===== src/hdl/mat_pkg.sv =====
package mat_pkg;

	localparam int DIV_W     = 31;
	localparam int DIV_CNT_W = 5;

	localparam logic [11:0] HALF_TURN     = 12'd2048;
	localparam logic [15:0] CDEG_PER_TURN = 16'd36000;
	localparam logic [26:0] DISP_MAX      = 27'h7FFFFFF;

	typedef struct packed {
		logic                 start;
		logic [DIV_CNT_W-1:0] steps;
	} div_req_t;

	typedef struct packed {
		logic busy;
		logic done;
	} div_sts_t;

endpackage


===== src/hdl/multiturn_angle_tracker.sv =====
// Multi-turn tracker for a 12-bit absolute angle sensor. Calibration requests
// (op 0) drop the first DISCARD_COUNT samples and average the next
// AVERAGE_COUNT to set the reference; tracking requests (op 1) unwrap zero
// crossings into a saturating signed turn count and report displacement,
// direction and output-shaft angle in centidegrees for the gear ratio in
// cfg_wdata (0 acts as 1). One shared restoring divider does all division:
// a tracking request uses it twice (15 then 31 divider steps), the final
// calibration sample once (one step per bit of the sample sum), and other
// calibration samples not at all. in_stall is high while a request
// is in work; a finished result waits in the output register while the next
// request is taken.
module multiturn_angle_tracker #(
	parameter int DISCARD_COUNT = 20,
	parameter int AVERAGE_COUNT = 20,
	parameter int TURN_BITS     = 16
) (
	input  logic               clk,
	input  logic               arst_n,
	input  logic               cfg_wen,
	input  logic [7:0]         cfg_wdata,
	input  logic               in_valid,
	output logic               in_stall,
	input  logic               op,
	input  logic [11:0]        sample,
	output logic               out_valid,
	input  logic               out_stall,
	output logic               calibrated,
	output logic signed [15:0] turns,
	output logic [26:0]        displacement,
	output logic               direction,
	output logic [30:0]        total_angle,
	output logic [15:0]        turn_angle
);
	import mat_pkg::*;

	localparam int CW = $clog2(DISCARD_COUNT + AVERAGE_COUNT + 1);
	localparam int SW = $clog2(AVERAGE_COUNT * 4095 + 1);
	localparam int PW = TURN_BITS + 13;
	localparam int MW = (PW > 27) ? PW : 27;
	localparam logic signed [TURN_BITS-1:0] TURN_LIM = TURN_BITS'((1 << (TURN_BITS - 1)) - 1);

	localparam logic [2:0] ST_IDLE   = 3'd0;
	localparam logic [2:0] ST_POS    = 3'd1;
	localparam logic [2:0] ST_MUL    = 3'd2;
	localparam logic [2:0] ST_DIVQ   = 3'd3;
	localparam logic [2:0] ST_DIVT   = 3'd4;
	localparam logic [2:0] ST_CSTART = 3'd5;
	localparam logic [2:0] ST_CAL    = 3'd6;
	localparam logic [2:0] ST_OUT    = 3'd7;

	logic [2:0]                  state_q;
	logic [7:0]                  gear_q;
	logic [11:0]                 ref_q;
	logic [11:0]                 prev_q;
	logic signed [TURN_BITS-1:0] turn_q;
	logic [CW-1:0]               cnt_q;
	logic [SW-1:0]               sum_q;
	logic                        cdone_q;
	logic                        out_valid_q;

	logic        op_q;
	logic [11:0] sample_q;
	logic [26:0] disp_q;
	logic        dir_q;
	logic [30:0] x_q;
	logic [14:0] qt_q;
	logic [30:0] prod_q;
	logic [30:0] total_q;

	div_req_t         div_req;
	div_sts_t         div_sts;
	logic [DIV_W-1:0] div_dividend;
	logic [7:0]       div_divisor;
	logic [DIV_W-1:0] div_quot;

	logic [7:0] g;
	assign g = (gear_q == 8'd0) ? 8'd1 : gear_q;

	// calibration step
	logic [CW-1:0] cnt_eff;
	logic [CW-1:0] cnt_new;
	logic [SW-1:0] sum_eff;
	logic [SW-1:0] sum_new;
	logic          cal_last;

	always_comb begin
		cnt_eff  = cdone_q ? '0 : cnt_q;
		sum_eff  = cdone_q ? '0 : sum_q;
		sum_new  = (cnt_eff >= CW'(DISCARD_COUNT)) ? sum_eff + SW'(sample) : sum_eff;
		cnt_new  = cnt_eff + 1'b1;
		cal_last = cnt_new >= CW'(DISCARD_COUNT + AVERAGE_COUNT);
	end

	// tracking step
	logic signed [TURN_BITS-1:0] turn_trk;

	always_comb begin
		turn_trk = turn_q;
		if (prev_q >= sample) begin
			if ((prev_q - sample) > HALF_TURN && turn_q < TURN_LIM)
				turn_trk = turn_q + 1'b1;
		end else begin
			if ((sample - prev_q) > HALF_TURN && turn_q > -TURN_LIM)
				turn_trk = turn_q - 1'b1;
		end
	end

	// position, magnitude and saturation
	logic signed [PW-1:0] pos;
	logic [PW-1:0]        mag;
	logic [MW-1:0]        mag_ext;
	logic [26:0]          disp_sat;

	always_comb begin
		pos      = PW'(signed'({turn_q, 12'd0})) + signed'(PW'(sample_q))
		           - signed'(PW'(ref_q));
		mag      = pos[PW-1] ? PW'(-pos) : PW'(pos);
		mag_ext  = MW'(mag);
		disp_sat = (mag_ext > MW'(DISP_MAX)) ? DISP_MAX : mag_ext[26:0];
	end

	logic [42:0] xfull;
	assign xfull = 43'(disp_q) * 43'(CDEG_PER_TURN);

	logic [30:0] turn_rem;
	assign turn_rem = total_q - prod_q;

	always_comb begin
		div_req.start = 1'b0;
		div_req.steps = DIV_CNT_W'(15);
		div_dividend  = {disp_q[26:12], 16'd0};
		div_divisor   = g;
		case (state_q)
			ST_MUL: begin
				div_req.start = 1'b1;
			end
			ST_DIVQ: begin
				div_req.start = div_sts.done;
				div_req.steps = DIV_CNT_W'(DIV_W);
				div_dividend  = x_q;
			end
			ST_CSTART: begin
				div_req.start = 1'b1;
				div_req.steps = DIV_CNT_W'(SW);
				div_dividend  = DIV_W'(sum_q) << (DIV_W - SW);
				div_divisor   = 8'(AVERAGE_COUNT);
			end
			ST_CAL: begin
				div_divisor   = 8'(AVERAGE_COUNT);
			end
			default: begin
			end
		endcase
	end

	mat_div u_div (
		.clk      (clk),
		.arst_n   (arst_n),
		.req      (div_req),
		.dividend (div_dividend),
		.divisor  (div_divisor),
		.sts      (div_sts),
		.quotient (div_quot)
	);

	assign in_stall = (state_q != ST_IDLE);

	logic out_load;
	assign out_load = (state_q == ST_OUT) && (!out_valid_q || !out_stall);

	always_ff @(posedge clk or negedge arst_n) begin
		if (!arst_n) begin
			state_q     <= ST_IDLE;
			gear_q      <= 8'd1;
			ref_q       <= '0;
			prev_q      <= '0;
			turn_q      <= '0;
			cnt_q       <= '0;
			sum_q       <= '0;
			cdone_q     <= 1'b0;
			out_valid_q <= 1'b0;
		end else begin
			if (cfg_wen)
				gear_q <= cfg_wdata;
			if (out_load)
				out_valid_q <= 1'b1;
			else if (out_valid_q && !out_stall)
				out_valid_q <= 1'b0;
			case (state_q)
				ST_IDLE: begin
					if (in_valid) begin
						if (op) begin
							turn_q  <= turn_trk;
							prev_q  <= sample;
							state_q <= ST_POS;
						end else if (cal_last) begin
							cnt_q   <= '0;
							sum_q   <= sum_new;
							turn_q  <= '0;
							cdone_q <= 1'b1;
							state_q <= ST_CSTART;
						end else begin
							cnt_q   <= cnt_new;
							sum_q   <= sum_new;
							if (cdone_q)
								turn_q <= '0;
							cdone_q <= 1'b0;
							state_q <= ST_OUT;
						end
					end
				end
				ST_POS:    state_q <= ST_MUL;
				ST_MUL:    state_q <= ST_DIVQ;
				ST_DIVQ: begin
					if (div_sts.done)
						state_q <= ST_DIVT;
				end
				ST_DIVT: begin
					if (div_sts.done)
						state_q <= ST_OUT;
				end
				ST_CSTART: state_q <= ST_CAL;
				ST_CAL: begin
					if (div_sts.done) begin
						ref_q   <= div_quot[11:0];
						prev_q  <= div_quot[11:0];
						sum_q   <= '0;
						state_q <= ST_OUT;
					end
				end
				ST_OUT: begin
					if (out_load)
						state_q <= ST_IDLE;
				end
				default: state_q <= ST_IDLE;
			endcase
		end
	end

	logic signed [31:0] turn_w;
	assign turn_w = 32'(turn_q);

	always_ff @(posedge clk) begin
		if (state_q == ST_IDLE && in_valid) begin
			op_q     <= op;
			sample_q <= sample;
		end
		if (state_q == ST_POS) begin
			disp_q <= disp_sat;
			dir_q  <= pos[PW-1];
		end
		if (state_q == ST_MUL)
			x_q <= 31'(xfull >> 12);
		if (state_q == ST_DIVQ && div_sts.done)
			qt_q <= div_quot[14:0];
		if (state_q == ST_DIVT) begin
			prod_q <= 31'(qt_q) * 31'(CDEG_PER_TURN);
			if (div_sts.done)
				total_q <= div_quot;
		end
		if (out_load) begin
			calibrated   <= cdone_q;
			turns        <= 16'(turn_w);
			displacement <= op_q ? disp_q : 27'd0;
			direction    <= op_q ? dir_q : 1'b0;
			total_angle  <= op_q ? total_q : 31'd0;
			turn_angle   <= op_q ? 16'(turn_rem) : 16'd0;
		end
	end

	assign out_valid = out_valid_q;

	a_div_start_idle: assert property (@(posedge clk) disable iff (!arst_n)
		div_req.start |-> !div_sts.busy)
		else $error("divider started while busy");

	a_turn_limit: assert property (@(posedge clk) disable iff (!arst_n)
		turn_q <= TURN_LIM && turn_q >= -TURN_LIM)
		else $error("turn count beyond limit");

	a_turn_angle_range: assert property (@(posedge clk) disable iff (!arst_n)
		out_valid |-> turn_angle < CDEG_PER_TURN)
		else $error("turn angle out of range");

	a_accept_busy: assert property (@(posedge clk) disable iff (!arst_n)
		(in_valid && !in_stall) |=> in_stall)
		else $error("request accepted without going busy");

endmodule


===== src/hdl/mat_div.sv =====
module mat_div (
	input  logic                          clk,
	input  logic                          arst_n,
	input  mat_pkg::div_req_t             req,
	input  logic [mat_pkg::DIV_W-1:0]     dividend,
	input  logic [7:0]                    divisor,
	output mat_pkg::div_sts_t             sts,
	output logic [mat_pkg::DIV_W-1:0]     quotient
);
	import mat_pkg::*;

	// restoring divider, one quotient bit per cycle; dividend is left-aligned
	logic [7:0]           rem_q;
	logic [DIV_W-1:0]     dq_q;
	logic [DIV_CNT_W-1:0] cnt_q;
	logic                 busy_q;
	logic                 done_q;

	logic [8:0] shifted;
	logic       ge;
	logic [7:0] rem_n;

	always_comb begin
		shifted = {rem_q, dq_q[DIV_W-1]};
		ge      = shifted >= {1'b0, divisor};
		rem_n   = ge ? 8'(shifted - {1'b0, divisor}) : shifted[7:0];
	end

	always_ff @(posedge clk or negedge arst_n) begin
		if (!arst_n) begin
			busy_q <= 1'b0;
			done_q <= 1'b0;
			cnt_q  <= '0;
		end else begin
			done_q <= 1'b0;
			if (req.start) begin
				busy_q <= 1'b1;
				cnt_q  <= req.steps;
			end else if (busy_q) begin
				cnt_q <= cnt_q - 1'b1;
				if (cnt_q == DIV_CNT_W'(1)) begin
					busy_q <= 1'b0;
					done_q <= 1'b1;
				end
			end
		end
	end

	always_ff @(posedge clk) begin
		if (req.start) begin
			rem_q <= '0;
			dq_q  <= dividend;
		end else if (busy_q) begin
			rem_q <= rem_n;
			dq_q  <= {dq_q[DIV_W-2:0], ge};
		end
	end

	assign sts.busy = busy_q;
	assign sts.done = done_q;
	assign quotient = dq_q;

endmodule

===== config.mk =====
export PLATFORM = sky130hd
export DESIGN_NAME = multiturn_angle_tracker
export DESIGN_NICKNAME = d
export VERILOG_FILES = /design/src/hdl/mat_pkg.sv /design/src/hdl/multiturn_angle_tracker.sv /design/src/hdl/mat_div.sv
export SDC_FILE = /design/constraint.sdc
export NUM_CORES = 1
export LEC_CHECK = 0
export BUFFER_PORTS_ARGS = -buffer_cell sky130_fd_sc_hd__buf_4
export CORE_UTILIZATION = 50
export DETAILED_ROUTE_END_ITERATION = 8
export GPL_ROUTABILITY_DRIVEN = 0
export PLACE_DENSITY = 0.67
export SLEW_MARGIN = 25
export SYNTH_ARGS = -nofsm -noshare
export SYNTH_HDL_FRONTEND = slang
export SYNTH_SLANG_ARGS = --single-unit

===== constraint.sdc =====
create_clock -name clk -period 7.7 [get_ports clk]
set_input_delay 1.925 -clock clk [delete_from_list [all_inputs] [get_ports clk]]
set_output_delay 1.925 -clock clk [all_outputs]
set_load 0.05 [all_outputs]

==> results.md <==
- Comb power frac: 0.542
- CP top delay family: compound AO/OA/AOI/OAI gates
- Via count: 16000
- Final HPWL DP: 40.1 mm
- Crit Path Max Fanout: 17
- CP peak stage delay: 550 ps
- Drt first-iter violations: 1063
- Final setup TNS: 0 ps
- Root buf cell: clkbuf_16
- Yosys synthesis warning count: 0
- # rows: 77
- RSZ-0062 raised after global routing: no
- Synth Area in XOR/XNOR: 0.0470
- Vias in the first global route: 15700
- Synth Area in Compound Gates: 0.116
- Total power per unit cell area: 412 nW/um^2
- Syn Area/Cell: 10.5 sq um
- Mux share of post-synthesis cell area: 0.0200
- Tmin final: 6060 ps
- Pin count of the biggest net entering global routing: 71
- Synth cell types: 87
- Drt pass-1 iters: 6
- Arrival @ worst endpoint: 6530 ps
- Mapped Area: 22700 sq um
- Die W: 215 um
- Post-DRT Antenna Nets: 0
- Clock Path Buffers: 3
- Slew Viols, Final: 0
- Internal reg-to-reg setup slack: 1720 ps
- Final Setup Violations: 0
- Share of layout cells above drive strength 1: 0.102
- Internal Power: 6.00 mW
- Cells after Synth: 2166
- Total of max-cap violations: 0
- Clk network pwr share: 0.162
- Sequential-to-total area share from yosys stat: 0.420
- Slowest CP cell: fa_1
- Hold crit path type: reg -> reg
- Net Sw Frac: 0.425
- CTS Buf Count: 38
- Least-Margin Pin Slew: 1030 ps
- # clock sinks: 334
- Primary FF master, synth: edfxtp_1
- Reg-to-reg endpoint: x_q[29]
- Critical path cell sequence: buf_4 -> inv_1 -> ha_1 -> nand2_1 -> nor2_1 -> o21ai_0 -> a31o_2 -> a21oi_1 -> inv_1 -> fa_1 -> a211oi_1 -> o21bai_1 -> a2111oi_0 -> or3_1 -> o21a_1 -> o21ai_0 -> a31oi_1 -> xnor2_1 -> nand2_1 -> mux2i_1
- Dominant cells by area after synthesis: edfxtp_1 32%, ha_1 15%, dfrtp_1 9.0%
- Synth Register Bits: 334
- # H-tree levels: 2
- Via-per-instance ratio: 5.56
- LEAKAGE: 11.2 nW
- Clock Skew: 25.0 ps
- Fin crit share: 0.787
- Worst VDD drop: 365 uV
- Post-CTS resize count: 0
- Synthesized net count: 2532
- Largest family of logic cells by synthesized area: adder cells
- CP Capture Type: register
- Worst hold path cell count: 0
- Psw: 4.43 mW
- Layout area overhead: 11.5%
- Initial core utilization: 0.511
- Top Ports: 120
- First-pass GRT wire length: 84.7 mm
- Setup repair bufs after CTS: 0
- Synth async-reset ratio: 0.249
- Nets: 2637
- Commonest cells post-synth: 267 x inv_1, 264 x ha_1, 243 x edfxtp_1
- Sequential power share: 0.296
- Biggest area consumer among synthesized cells: edfxtp_1
- # hold bufs at CTS: 0
- Wire length per cell: 18.5 um
- Adder-Cell Fraction of Synth Area: 0.212
- Simple-gate share of the synthesized area: 0.127
- Core area: 44500 sq um
- Worst Path Buf+Inv: 3
- Outcome: finished, final reports clean
- Hold path endpoint: total_q[14]
- Crit Path Category: in -> reg
- Critical Path RT: 8170 ps
- Initial antenna violation count: 0
- Clock Pin Slew Worst Setup and Hold Paths: 60 ps
- R2R Path Start: disp_q[7]
- CTS tree: built
- Worst Reg-to-Reg Cells: 18
- Count leader, synth: inv_1
- Post-synth EDFFs: 243
- Skew-Pair Late Insertion Delay: 550 ps
- Highest Clock Rate: 165 MHz
- Fin util: 0.569
- Worst Setup Start Kind: input pin
- PortBufs: 119
- DRC: 0
- Slew margin rel.: 0.311
- Die H: 215 um
- Yosys top cell area share: 0.321
- Die area: 46300 sq um
- Hold Path Origin: u_div.quotient[14]
- Drt total wl: 53.5 mm
- Grt ovf: 0
- Gr usage total: 0.233
- Hold Fails Final Rpt: 0
## sequential cells by signal (all words and copies together), names as in the netlist, 12 cells and up
signal	cells
sum_q	17
displacement	27
turn_q	16
x_q	31
total_angle	31
disp_q	27
prev_q	12
turns	16
total_q	31
ref_q	12
sample_q	12
u_div.quotient	31
## metrics by stage
stage                     std cells  worst slack [ps]  total power, mW  cell area (sq um)  hold WS, ps
after floorplan                2166              1100             7.30              22700          426
after global placement         2823              1250             8.58              24200          436
after detailed placement       2823              1120             8.74              24200          434
after CTS                      2887              1680             10.5              25300          452
after global routing           2887              1130             11.3              25300          450
final                          2888              1640             10.4              25300          455
## how the worst max path moves through the flow
stage / start / cells after the start / end / slack, ps
final: sample[7] / 20 / turn_q[14] / 1640
after floorplan: out_stall / 1 / calibrated / 1100
after global placement: sample[7] / 20 / turn_q[14] / 1250
after global routing: sample[7] / 20 / turn_q[14] / 1130
after detailed placement: sample[7] / 20 / turn_q[14] / 1120
after CTS: sample[7] / 20 / turn_q[14] / 1680
## cell type report
class                           instances  area, sq um
Clock inverter                         15          114
Clock buffer                           49         1020
Timing Repair Buffer                  132          991
Tap cell                              592          741
Antenna cell                            1         2.50
Multi-Input combinational cell       1496        11900
Sequential cell                       334         9540
Inverter                              269         1010
Fill cell                            3812        19200
## logic make-up (layout without fill, tap and decap cells)
group           after synthesis  count (layout)
compound gates              407             407
mux                          44              44
fa+ha+maj                   340             340
buf+inv                     336             465
flops                       334             334
xor+xnor                    122             122
other cells                   0               1
simple gates                583             583
## metal layers
layer,vias to the layer above,share of wire,track usage
li1,7780,-,-
met1,7749,0.43,0.304
met2,415,0.48,0.393
met3,104,0.053,0.0317
met4,0,0.039,0.0913
met5,-,0,0
## power by group through the flow
stage	sequential, mW	combinational, mW	clock (mW)
2_1_floorplan	3.02	4.28	0
3_3_place_gp	3.12	5.46	0
3_5_place_dp	3.13	5.61	0
4_1_cts	3.10	5.68	1.73
5_1_grt	3.13	6.37	1.79
6_report	3.09	5.66	1.69
## placed cells by master, fill, tap and decap left out, types with 25 or more instances in the layout
| cell | count |
|---|---|
| nor2b_1 | 30 |
| fa_1 | 76 |
| xnor2_1 | 78 |
| ha_1 | 264 |
| nor2_1 | 117 |
| xor2_1 | 44 |
| clkbuf_16 | 39 |
| inv_1 | 267 |
| and2_1 | 69 |
| edfxtp_1 | 243 |
| a21o_1 | 30 |
| o21a_1 | 25 |
| a21oi_1 | 76 |
| buf_4 | 132 |
| nand2_1 | 186 |
| mux2i_1 | 32 |
| a31oi_1 | 30 |
| nand3_1 | 28 |
| nor3_1 | 48 |
| dfrtp_1 | 82 |
| o21ai_0 | 117 |
Note: power is estimated with default switching activity, not from simulation.
